$ cat config.mk
export PLATFORM = sky130hd
export DESIGN_NAME = led_pattern_sequencer_pwm_unit
export DESIGN_NICKNAME = d
export VERILOG_FILES = /design/src/rtl/lps_pkg.sv /design/src/rtl/lps_ram.sv /design/src/rtl/led_pattern_sequencer_pwm_unit.sv
export SDC_FILE = /design/constraint.sdc
export NUM_CORES = 2
export LEC_CHECK = 0
export BUFFER_PORTS_ARGS = -buffer_cell sky130_fd_sc_hd__clkbuf_2
export CORE_MARGIN = 2
export CORE_UTILIZATION = 60
export DETAILED_ROUTE_END_ITERATION = 12
export PLACE_DENSITY = 0.78
export SLEW_MARGIN = 10
export SYNTH_ARGS = -nofsm -noshare
export SYNTH_HDL_FRONTEND = slang
export SYNTH_SLANG_ARGS = --single-unit
$ cat constraint.sdc
create_clock -name clock -period 7.93 [get_ports clock]
set_input_delay 1.586 -clock clock [delete_from_list [all_inputs] [get_ports clock]]
set_output_delay 1.586 -clock clock [all_outputs]
set_load 0.05 [all_outputs]
$ cat src/rtl/lps_pkg.sv
// Shared types and constants of the LED pattern sequencer.
`default_nettype none
package lps_pkg;

   localparam int MAX_PATTERNS = 16;
   localparam int MAX_STEPS    = 16;
   localparam int LED_WIDTH    = 8;

   localparam int PAT_W   = 4;
   localparam int STEP_W  = 4;
   localparam int REQ_W   = 8;
   localparam int DELAY_W = 16;
   localparam int GRAD_W  = 8;
   localparam int LEN_W   = 5;
   localparam int CNT_W   = 5;
   localparam int PROD_W  = DELAY_W + GRAD_W;
   localparam int MASK_AW = PAT_W + STEP_W;
   localparam int DIV_CNT_W = $clog2(PROD_W);

   localparam int REQ_DATA_W = 56;
   localparam int RSP_DATA_W = 16;
   localparam int CSR_AW     = 3;

   localparam logic [1:0] ACT_TICK = 2'd0;
   localparam logic [1:0] ACT_STEP = 2'd1;
   localparam logic [1:0] ACT_HDR  = 2'd2;

   localparam logic [CNT_W-1:0] COUNT_RESET = CNT_W'(10);
   localparam logic [CNT_W-1:0] COUNT_MAX   = CNT_W'(MAX_PATTERNS);
   localparam logic [LEN_W-1:0] LEN_MAX     = LEN_W'(MAX_STEPS);
   localparam logic [GRAD_W-1:0] GRAD_DIM   = GRAD_W'(3);

   typedef struct packed {
      logic [LEN_W-1:0]   len;
      logic [GRAD_W-1:0]  grad;
      logic [DELAY_W-1:0] delay;
   } hdr_type;

endpackage
`default_nettype wire

$ cat src/rtl/lps_ram.sv
// Generic single-port-write, single-port-read RAM with a registered read.
`default_nettype none
module lps_ram #(
   parameter int WIDTH = 8,
   parameter int DEPTH = 16
) (
   input  wire logic                     clock,
   input  wire logic                     wr_en,
   input  wire logic [$clog2(DEPTH)-1:0] wr_addr,
   input  wire logic [WIDTH-1:0]         wr_data,
   input  wire logic                     rd_en,
   input  wire logic [$clog2(DEPTH)-1:0] rd_addr,
   output logic      [WIDTH-1:0]         rd_data
);

   logic [WIDTH-1:0] mem_ff [DEPTH];

   always_ff @(posedge clock) begin
      if (wr_en) begin
         mem_ff[wr_addr] <= wr_data;
      end
      if (rd_en) begin
         rd_data <= mem_ff[rd_addr];
      end
   end

endmodule
`default_nettype wire

$ cat src/rtl/led_pattern_sequencer_pwm_unit.sv
// LED pattern sequencer top level: request decode, header and step-mask memories, duty divider.
//
// Items arrive on the req_ channel; req_tuser carries the action. A step-word load or a
// header load is written into its memory at the transfer edge and gives no result; the
// block is ready again in the next cycle. A tick reads the active pattern's header, updates
// step and elapsed time, reads the step mask and divides elapsed*gradient by the delay in an
// iterative unit that retires one quotient bit per cycle. A tick passes through the header
// read, multiply, divide and output states before its result is loaded into the rsp_ output
// register, and the next item is taken once the block is back in idle. One tick is
// processed at a time.
// The output register lets a new item be taken while a result waits. If the receiver stalls
// and a second tick finishes, that tick waits until the pending result has been transferred.
// Reset clears the pattern, step, elapsed and PWM counters and sets pattern_count to 10. The
// memories are not cleared: every pattern used must be loaded before the first tick.
// csr_ addresses 0-3 write pattern_count; the user writes it only while idle (not enforced).
`default_nettype none
module led_pattern_sequencer_pwm_unit (
   input  wire logic                               clock,
   input  wire logic                               reset,
   input  wire logic                               req_tvalid,
   output logic                                    req_tready,
   // requested_pattern, pattern_slot, step_slot, step_value, delay_ms, gradient_steps,
   // pattern_length, zero padding
   input  wire logic [lps_pkg::REQ_DATA_W-1:0]     req_tdata,
   // action
   input  wire logic [1:0]                         req_tuser,
   output logic                                    rsp_tvalid,
   input  wire logic                               rsp_tready,
   // led_value, active_pattern, step_index
   output logic      [lps_pkg::RSP_DATA_W-1:0]     rsp_tdata,
   input  wire logic                               csr_psel,
   input  wire logic                               csr_penable,
   input  wire logic                               csr_pwrite,
   input  wire logic [lps_pkg::CSR_AW-1:0]         csr_paddr,
   input  wire logic [31:0]                        csr_pwdata,
   output logic      [31:0]                        csr_prdata,
   output logic                                    csr_pready
);

   import lps_pkg::*;

   localparam logic [2:0] S_IDLE = 3'd0;
   localparam logic [2:0] S_HDR  = 3'd1;
   localparam logic [2:0] S_MUL  = 3'd2;
   localparam logic [2:0] S_DIV  = 3'd3;
   localparam logic [2:0] S_OUT  = 3'd4;

   logic [2:0]           state_ff, state_in;
   logic [CNT_W-1:0]     count_ff, count_in;
   logic [PAT_W-1:0]     pat_ff, pat_in;
   logic [STEP_W-1:0]    step_ff, step_in;
   logic [DELAY_W-1:0]   elapsed_ff, elapsed_in;
   logic [GRAD_W-1:0]    pwm_ff, pwm_in;
   logic [DELAY_W-1:0]   delay_ff, delay_in;
   logic [GRAD_W-1:0]    grad_ff, grad_in;
   logic [LED_WIDTH-1:0] mask_ff, mask_in;
   logic [DELAY_W-1:0]   rem_ff, rem_in;
   logic [PROD_W-1:0]    quo_ff, quo_in;
   logic [DIV_CNT_W-1:0] div_cnt_ff, div_cnt_in;
   logic                 rsp_valid_ff, rsp_valid_in;
   logic [RSP_DATA_W-1:0] rsp_data_ff, rsp_data_in;

   logic [REQ_W-1:0]   f_req;
   logic [PAT_W-1:0]   f_pslot;
   logic [STEP_W-1:0]  f_sslot;
   logic [LED_WIDTH-1:0] f_value;
   hdr_type            f_hdr;

   logic               req_xfer;
   logic               mask_we, hdr_we, hdr_re, mask_re;
   logic [PAT_W-1:0]   hdr_raddr;
   logic [MASK_AW-1:0] mask_raddr;
   hdr_type            hdr_rdata;
   logic [LED_WIDTH-1:0] mask_rdata;

   logic [CNT_W-1:0]   count_eff;
   logic               req_ok;
   logic [LEN_W-1:0]   len_eff;
   logic               adv;
   logic [LEN_W-1:0]   step_inc;
   logic [STEP_W-1:0]  step_nxt;
   logic [DELAY_W:0]   trial;
   logic               trial_ge;
   logic [GRAD_W-1:0]  duty;
   logic [LED_WIDTH-1:0] led;
   logic [GRAD_W-1:0]  pwm_inc;
   logic               out_free;
   logic               csr_wr;

   assign f_req     = req_tdata[7:0];
   assign f_pslot   = req_tdata[11:8];
   assign f_sslot   = req_tdata[15:12];
   assign f_value   = req_tdata[23:16];
   assign f_hdr.delay = req_tdata[39:24];
   assign f_hdr.grad  = req_tdata[47:40];
   assign f_hdr.len   = req_tdata[52:48];

   assign req_tready = (state_ff == S_IDLE);
   assign req_xfer   = req_tvalid && req_tready;
   assign mask_we    = req_xfer && (req_tuser == ACT_STEP);
   assign hdr_we     = req_xfer && (req_tuser == ACT_HDR);
   assign hdr_re     = req_xfer && (req_tuser == ACT_TICK);
   assign mask_re    = (state_ff == S_HDR);

   lps_ram #(
      .WIDTH ($bits(hdr_type)),
      .DEPTH (MAX_PATTERNS)
   ) u_hdr_ram (
      .clock   (clock),
      .wr_en   (hdr_we),
      .wr_addr (f_pslot),
      .wr_data (f_hdr),
      .rd_en   (hdr_re),
      .rd_addr (hdr_raddr),
      .rd_data (hdr_rdata)
   );

   lps_ram #(
      .WIDTH (LED_WIDTH),
      .DEPTH (MAX_PATTERNS * MAX_STEPS)
   ) u_mask_ram (
      .clock   (clock),
      .wr_en   (mask_we),
      .wr_addr ({f_pslot, f_sslot}),
      .wr_data (f_value),
      .rd_en   (mask_re),
      .rd_addr (mask_raddr),
      .rd_data (mask_rdata)
   );

   assign count_eff = (count_ff > COUNT_MAX) ? COUNT_MAX : count_ff;
   assign req_ok    = (f_req == '0) ||
                      ((f_req > REQ_W'(pat_ff)) && (f_req < REQ_W'(count_eff)));
   assign hdr_raddr = req_ok ? f_req[PAT_W-1:0] : pat_ff;

   assign len_eff  = (hdr_rdata.len > LEN_MAX) ? LEN_MAX : hdr_rdata.len;
   assign adv      = (elapsed_ff == hdr_rdata.delay);
   assign step_inc = adv ? (LEN_W'(step_ff) + LEN_W'(1)) : LEN_W'(step_ff);
   assign step_nxt = (step_inc >= len_eff) ? '0 : step_inc[STEP_W-1:0];
   assign mask_raddr = {pat_ff, step_nxt};

   assign trial    = {rem_ff, quo_ff[PROD_W-1]};
   assign trial_ge = (trial >= {1'b0, delay_ff});

   assign duty    = (delay_ff == '0) ? '0 : quo_ff[GRAD_W-1:0];
   assign led     = (pwm_ff < duty) ? ((grad_ff <= GRAD_DIM) ? '0 : ~mask_ff) : mask_ff;
   assign pwm_inc = pwm_ff + GRAD_W'(1);
   assign out_free = !rsp_valid_ff || rsp_tready;

   assign csr_wr = csr_psel && csr_penable && csr_pwrite && csr_pready;

   always_comb begin
      state_in     = state_ff;
      count_in     = count_ff;
      pat_in       = pat_ff;
      step_in      = step_ff;
      elapsed_in   = elapsed_ff;
      pwm_in       = pwm_ff;
      delay_in     = delay_ff;
      grad_in      = grad_ff;
      mask_in      = mask_ff;
      rem_in       = rem_ff;
      quo_in       = quo_ff;
      div_cnt_in   = div_cnt_ff;
      rsp_valid_in = rsp_valid_ff && !rsp_tready;
      rsp_data_in  = rsp_data_ff;

      if (csr_wr && (csr_paddr[2] == 1'b0)) begin
         count_in = csr_pwdata[CNT_W-1:0];
      end

      unique case (state_ff)
         S_IDLE: begin
            if (hdr_re) begin
               if (req_ok) begin
                  pat_in     = f_req[PAT_W-1:0];
                  step_in    = '0;
                  elapsed_in = '0;
               end
               state_in = S_HDR;
            end
         end
         S_HDR: begin
            step_in  = step_nxt;
            if (adv) begin
               elapsed_in = '0;
            end
            delay_in = hdr_rdata.delay;
            grad_in  = hdr_rdata.grad;
            state_in = S_MUL;
         end
         S_MUL: begin
            mask_in    = mask_rdata;
            quo_in     = {{(PROD_W - DELAY_W){1'b0}}, elapsed_ff} *
                         {{(PROD_W - GRAD_W){1'b0}}, grad_ff};
            rem_in     = '0;
            div_cnt_in = '0;
            state_in   = S_DIV;
         end
         S_DIV: begin
            rem_in     = trial_ge ? DELAY_W'(trial - {1'b0, delay_ff}) : trial[DELAY_W-1:0];
            quo_in     = {quo_ff[PROD_W-2:0], trial_ge};
            div_cnt_in = div_cnt_ff + DIV_CNT_W'(1);
            if (div_cnt_ff == DIV_CNT_W'(PROD_W - 1)) begin
               state_in = S_OUT;
            end
         end
         S_OUT: begin
            if (out_free) begin
               rsp_valid_in = 1'b1;
               rsp_data_in  = {step_ff, pat_ff, led};
               pwm_in       = (pwm_inc >= grad_ff) ? '0 : pwm_inc;
               elapsed_in   = elapsed_ff + DELAY_W'(1);
               state_in     = S_IDLE;
            end
         end
         default: begin
            state_in = S_IDLE;
         end
      endcase
   end

   always_ff @(posedge clock) begin
      if (reset) begin
         state_ff     <= S_IDLE;
         count_ff     <= COUNT_RESET;
         pat_ff       <= '0;
         step_ff      <= '0;
         elapsed_ff   <= '0;
         pwm_ff       <= '0;
         div_cnt_ff   <= '0;
         rsp_valid_ff <= 1'b0;
      end else begin
         state_ff     <= state_in;
         count_ff     <= count_in;
         pat_ff       <= pat_in;
         step_ff      <= step_in;
         elapsed_ff   <= elapsed_in;
         pwm_ff       <= pwm_in;
         div_cnt_ff   <= div_cnt_in;
         rsp_valid_ff <= rsp_valid_in;
      end
   end

   always_ff @(posedge clock) begin
      delay_ff    <= delay_in;
      grad_ff     <= grad_in;
      mask_ff     <= mask_in;
      rem_ff      <= rem_in;
      quo_ff      <= quo_in;
      rsp_data_ff <= rsp_data_in;
   end

   assign rsp_tvalid = rsp_valid_ff;
   assign rsp_tdata  = rsp_data_ff;
   assign csr_pready = 1'b1;
   assign csr_prdata = (csr_paddr[2] == 1'b0) ? {{(32 - CNT_W){1'b0}}, count_ff} : '0;

   a_tick_reads_header: assert property (@(posedge clock) disable iff (reset)
      req_xfer && (req_tuser == ACT_TICK) |=> state_ff == S_HDR)
      else $error("tick transfer did not start a header read");

   a_div_count_bounded: assert property (@(posedge clock) disable iff (reset)
      state_ff == S_DIV |-> div_cnt_ff < DIV_CNT_W'(PROD_W))
      else $error("divider ran past its last quotient bit");

   a_result_from_output_state: assert property (@(posedge clock) disable iff (reset)
      $rose(rsp_valid_ff) |-> $past(state_ff) == S_OUT)
      else $error("result appeared outside the output state");

   a_load_keeps_counters: assert property (@(posedge clock) disable iff (reset)
      req_xfer && (req_tuser != ACT_TICK) |=> $stable(elapsed_ff) && $stable(pwm_ff))
      else $error("memory load disturbed the tick counters");

endmodule
`default_nettype wire
==> results summary <==
The flow ran to the end, and the final reports show no timing, DRC or antenna violations. The DRC violation count after routing came out at 0. The largest area contributor in the synthesized netlist is sky130_fd_sc_hd__edfxtp_1. Based on the critical path, the design can be clocked at up to 127 MHz. The area of the core region is 188,000 µm². The instance count of the mapped netlist is approximately 8,000. In this run the power spent charging and discharging nets is 5.84 mW. The critical path's largest stage delay is 0.71 ns. The Yosys step of the flow raised 0 warnings.

The average instance in the mapped netlist occupies 13.9 µm². The total length of routed wires came out at 328,000 µm. The final-layout worst hold slack came out at 0.428 ns. The share of the cycle needed by the critical path after routing came out at 0.994.

Total power for the finished layout comes to 28.5 mW. The most numerous cell type found on the critical path is sky130_fd_sc_hd__o21ai_0. The cell with the most instances after synthesis is sky130_fd_sc_hd__edfxtp_1. The largest net degree at the start of global routing came out at ~170.

The total setup buffers inserted after CTS is 0. In this run the critical register-to-register path is captured at u_mask_ram.rd_data[3]$_DFFE_PP_. The part of the total power dissipated in combinational logic came out at 0.026. Of the total power, the share spent switching nets is 0.205.

For the finished layout, the period the worst path requires is between 7 and 8 ns. The worst slew margin relative to its limit came out at 0.105. The startpoint of the worst hold path is u_mask_ram.rd_data[5]$_DFFE_PP_. In the synthesized netlist the dominant register cell turns out to be sky130_fd_sc_hd__edfxtp_1. Setup repair after global routing left no endpoint under its margin. The total number of clock tree sinks came out at ~2,700. The number of synthesized register bits came out at 2,683. The startpoint identified for the worst register-to-register timing path is elapsed_ff[5]$_SDFFE_PP0P_.

At the worst endpoint, the arrival time is 8.68 ns. The path with the worst hold slack has its endpoint at mask_ff[5]$_DFFE_PP_. On the critical path, the stage with the largest delay is an instance of sky130_fd_sc_hd__a211oi_2. The hold violation total from the final report is 0. The layout overhead on the synthesized area is 10.5%. The worst setup path is captured at a register.

The path class of the tightest hold or removal check is reg -> reg. The number of buffers and inverters on the critical path is 4. Post-CTS repair changed the size of 0 cells. The overall die height came out at 439 µm. The number of hold-repair buffers added at the cts stage is 0.

The row count is 159. After global routing the overflow that remains totals 0. The floorplan die width came out at 439 µm. Walking the worst path, the cells encountered are xor2_1 > nor4_4 > nand4_4 > o21ai_0 > and2_2 > inv_1 > ha_1 > a21oi_1 > o21ai_0 > a211oi_2 > mux2_8 > buf_12 > buf_4 > nand2_1 > and3_1 > a311oi_1 > nor4_1 > o21ai_0 > nand4_1 > nor4_2 > buf_4. The wire length per cell after detailed routing came out at between 30 and 40 µm. VDD sags by at most 0.273 mV. The clock slew at the register clock pins of the worst setup and hold paths came out at 0.06 ns.

The number of placed I/O pins came out at 151. The synthesized design contains 2,637 enable-type register cells. The clock skew after layout is between 0.07 and 0.08 ns. The share of the core filled with cells in the final layout is 0.668. For this run, asynchronously set or reset flops after synthesis account for 0. The number of clock buffers added by TritonCTS is 277.

The count of final max-slew check failures was 0. In this run the clock root is driven by a sky130_fd_sc_hd__clkbuf_16. Once detail routing completed, the nets flagged for antenna violations numbered 0. The ratio of routed vias to standard cells is 6.83. The cell-internal power came out at around 23 mW. Across all register-to-register paths, the minimum setup slack is 0.05 ns.

The final setup violation count came out at 0. The share of total power dissipated in sequential elements is 0.548. The total via count in the routed design is 74,515.

The H-tree was split into 5 levels. The number of unique standard cell types used by synthesis came out at 83. The worst reg-to-reg path cell count came out at 21. STA puts the critical path data required time at 8.73 ns. The count of maximum capacitance violations is 0. The sum of negative setup slack came out at 0 ns. The fill cell instance count of the final layout came out at 12,284. The worst setup timing slack at the placement stage is approximately 0.11 ns. The critical path startpoint category is a register. The clock tree buffer depth is 4.

The finished cells cover between 100,000 and 150,000 µm². The category of the most critical setup path is reg -> reg. Yosys attributes the largest share of cell area to sky130_fd_sc_hd__edfxtp_1 70%, sky130_fd_sc_hd__nand2_1 3.4%, sky130_fd_sc_hd__mux2i_1 2.6%, sky130_fd_sc_hd__mux4_2 2.3%, sky130_fd_sc_hd__nor3_1 2.2%. The clock network power share came out at 0.426. The layout cell share with drive strength beyond 1 came out at 0.105. The number of non-filler instances in the completed layout is 10,915. For this run, the register share of the synthesized area comes to 0.706. The area after detailed placement came out at 117,000 µm². Detailed placement ended at an HPWL of 192,000 µm.

The number of I/O port buffers is 90. The clock tree from TritonCTS is done. The power density normalized to cell area came out at 227 nW/µm². The all-layer global routing usage is 0.336.

The placer congestion estimate came out at 0.948. The top cell type's share of synthesized area is 0.698. The first global-routing pass estimated ~480,000 µm of wire.

The pin slew with the least headroom to its limit came out at about 1.3 ns. The largest driver fanout on the critical path is 33. The family with the most delay on the worst path is compound AO/OA/AOI/OAI gates. The via count of the first global-routing pass came to ~72,000. The number of antenna violations at the first check in global routing came out at 25. The initial core utilization came out at 0.604. Once placement completed, the tool counted placed cells totaling about 10,000. The count of cells along the worst hold path is 0.

The static leakage came out at 42.3 nW. Counting instances in the post-synthesis netlist gives the leading cell types as 2,637 x sky130_fd_sc_hd__edfxtp_1, 1,018 x sky130_fd_sc_hd__nand2_1, 649 x sky130_fd_sc_hd__nor2_1, 504 x sky130_fd_sc_hd__nor3_1, 350 x sky130_fd_sc_hd__nand3_1. Clock latency on the worst-skew pair, taken at its later pin, is between 0.9 and 1 ns. The iteration count of the initial detailed-routing pass is 8.

The net total in the final layout is roughly 8,500. The mapped netlist covers 114,000 µm². The die covers 193,000 µm². After layout, the worst setup slack is around 0.045 ns.

The iteration-0 DRC count of the detailed router is between 10,000 and 15,000.
==> worst max-delay path by stage <==
stage                                      endpoint                  startpoint  depth (start not counted)
finish              u_mask_ram.rd_data[3]$_DFFE_PP_  elapsed_ff[5]$_SDFFE_PP0P_                         21
global route        u_mask_ram.rd_data[3]$_DFFE_PP_  elapsed_ff[5]$_SDFFE_PP0P_                         21
CTS                 u_mask_ram.rd_data[3]$_DFFE_PP_  elapsed_ff[5]$_SDFFE_PP0P_                         21
detailed placement  u_mask_ram.rd_data[3]$_DFFE_PP_  elapsed_ff[5]$_SDFFE_PP0P_                         21
global placement    u_mask_ram.rd_data[3]$_DFFE_PP_  elapsed_ff[5]$_SDFFE_PP0P_                         21
floorplan               elapsed_ff[15]$_SDFFE_PP0P_    state_ff[2]$_SDFFE_PP0P_                         11
==> cells by family after synthesis <==
family / count (synthesis) / share of synthesized area
other: 2 / 0.0000662
adders and majority gates: 177 / 0.0251
AOI/OAI and AO/OA: 990 / 0.0608
buffers and inverters: 746 / 0.0283
and+or+nand+nor: 3089 / 0.125
xor gates and xnor gates: 57 / 0.00440
muxes: 422 / 0.0502
DFF: 2683 / 0.706
==> area by class of cell <==
type	instances	area (µm²)	share of cell area
diodes	18	45.0	0.000359
clock buffers	356	7410	0.0590
clock inverters	110	768	0.00612
inverters	151	574	0.00458
multi-input cells	4764	30700	0.244
flip-flops and latches	2683	80100	0.638
well taps	2495	3120	0.0249
repair buffers	338	2800	0.0223
==> worst reg2reg max path, cell delays in order (launching register included) <==
cell,delay [ns]
sky130_fd_sc_hd__dfxtp_1,0.64
sky130_fd_sc_hd__xor2_1,0.20
sky130_fd_sc_hd__nor4_4,0.38
sky130_fd_sc_hd__nand4_4,0.27
sky130_fd_sc_hd__o21ai_0,0.62
sky130_fd_sc_hd__and2_2,0.28
sky130_fd_sc_hd__inv_1,0.05
sky130_fd_sc_hd__ha_1,0.28
sky130_fd_sc_hd__a21oi_1,0.20
sky130_fd_sc_hd__o21ai_0,0.26
sky130_fd_sc_hd__a211oi_2,0.71
sky130_fd_sc_hd__mux2_8,0.65
sky130_fd_sc_hd__buf_12,0.33
sky130_fd_sc_hd__buf_4,0.27
sky130_fd_sc_hd__nand2_1,0.08
sky130_fd_sc_hd__and3_1,0.17
sky130_fd_sc_hd__a311oi_1,0.46
sky130_fd_sc_hd__nor4_1,0.18
sky130_fd_sc_hd__o21ai_0,0.71
sky130_fd_sc_hd__nand4_1,0.26
sky130_fd_sc_hd__nor4_2,0.59
sky130_fd_sc_hd__buf_4,0.21
==> cells in the final DEF (no fill, tap or decap), types with 19 or more instances in the layout <==
cell type | netlist | final
sky130_fd_sc_hd__edfxtp_1 | 2637 | 2637
sky130_fd_sc_hd__nand2_1 | 1018 | 1011
sky130_fd_sc_hd__nor2_1 | 649 | 630
sky130_fd_sc_hd__nor3_1 | 504 | 503
sky130_fd_sc_hd__nand3_1 | 350 | 350
sky130_fd_sc_hd__mux2i_1 | 296 | 295
sky130_fd_sc_hd__clkbuf_16 | 0 | 285
sky130_fd_sc_hd__buf_4 | 36 | 215
sky130_fd_sc_hd__a21oi_1 | 185 | 181
sky130_fd_sc_hd__or3_1 | 160 | 160
sky130_fd_sc_hd__o211ai_1 | 155 | 155
sky130_fd_sc_hd__inv_1 | 149 | 149
sky130_fd_sc_hd__o21ai_0 | 149 | 144
sky130_fd_sc_hd__mux4_2 | 117 | 117
sky130_fd_sc_hd__and2_1 | 118 | 116
sky130_fd_sc_hd__a311oi_1 | 93 | 93
sky130_fd_sc_hd__ha_1 | 92 | 92
sky130_fd_sc_hd__fa_1 | 85 | 85
sky130_fd_sc_hd__and3_1 | 83 | 83
sky130_fd_sc_hd__clkbuf_2 | 0 | 82
sky130_fd_sc_hd__o311ai_0 | 85 | 81
sky130_fd_sc_hd__a22oi_1 | 75 | 75
sky130_fd_sc_hd__clkbuf_1 | 306 | 70
sky130_fd_sc_hd__nand2b_1 | 68 | 68
sky130_fd_sc_hd__clkinv_1 | 1 | 54
sky130_fd_sc_hd__xor2_1 | 44 | 44
sky130_fd_sc_hd__a31oi_1 | 44 | 44
sky130_fd_sc_hd__dfxtp_1 | 46 | 44
sky130_fd_sc_hd__nor4_1 | 40 | 38
sky130_fd_sc_hd__clkinv_2 | 0 | 37
sky130_fd_sc_hd__buf_12 | 0 | 33
sky130_fd_sc_hd__nor2b_1 | 28 | 28
sky130_fd_sc_hd__conb_1 | 2 | 28
sky130_fd_sc_hd__nand4_1 | 27 | 27
sky130_fd_sc_hd__a21o_1 | 27 | 27
sky130_fd_sc_hd__a211oi_1 | 24 | 21
sky130_fd_sc_hd__o22ai_1 | 19 | 19
==> routing by layer <==
layer	GRT usage	routed length (µm)
met5	0.000993	151
met1	0.452	114000
met2	0.494	146000
met4	0.185	20400
met3	0.103	47800
==> state kept, by name, indices dropped and copies added (netlist names), 5 cells and up <==
| signal | flops |
|---|---|
| u_mask_ram.mem_ff | 2048 |
| u_hdr_ram.mem_ff | 464 |
| u_hdr_ram.rd_data | 29 |
| quo_ff | 24 |
| delay_ff | 16 |
| elapsed_ff | 16 |
| rem_ff | 16 |
| rsp_tdata | 16 |
| grad_ff | 8 |
| mask_ff | 8 |
| pwm_ff | 8 |
| u_mask_ram.rd_data | 8 |
| count_ff | 5 |
| div_cnt_ff | 5 |
==> power by group through the flow <==
stage	combinational [mW]	sequential, mW	clock (mW)
2_1_floorplan	0.314	15.9	0
3_3_place_gp	0.685	15.9	0
3_5_place_dp	0.708	15.9	0
4_1_cts	0.717	15.6	12.1
5_1_grt	0.767	15.6	12.7
6_report	0.742	15.6	12.1
No activity file was read; power rests on OpenSTA's default activity.
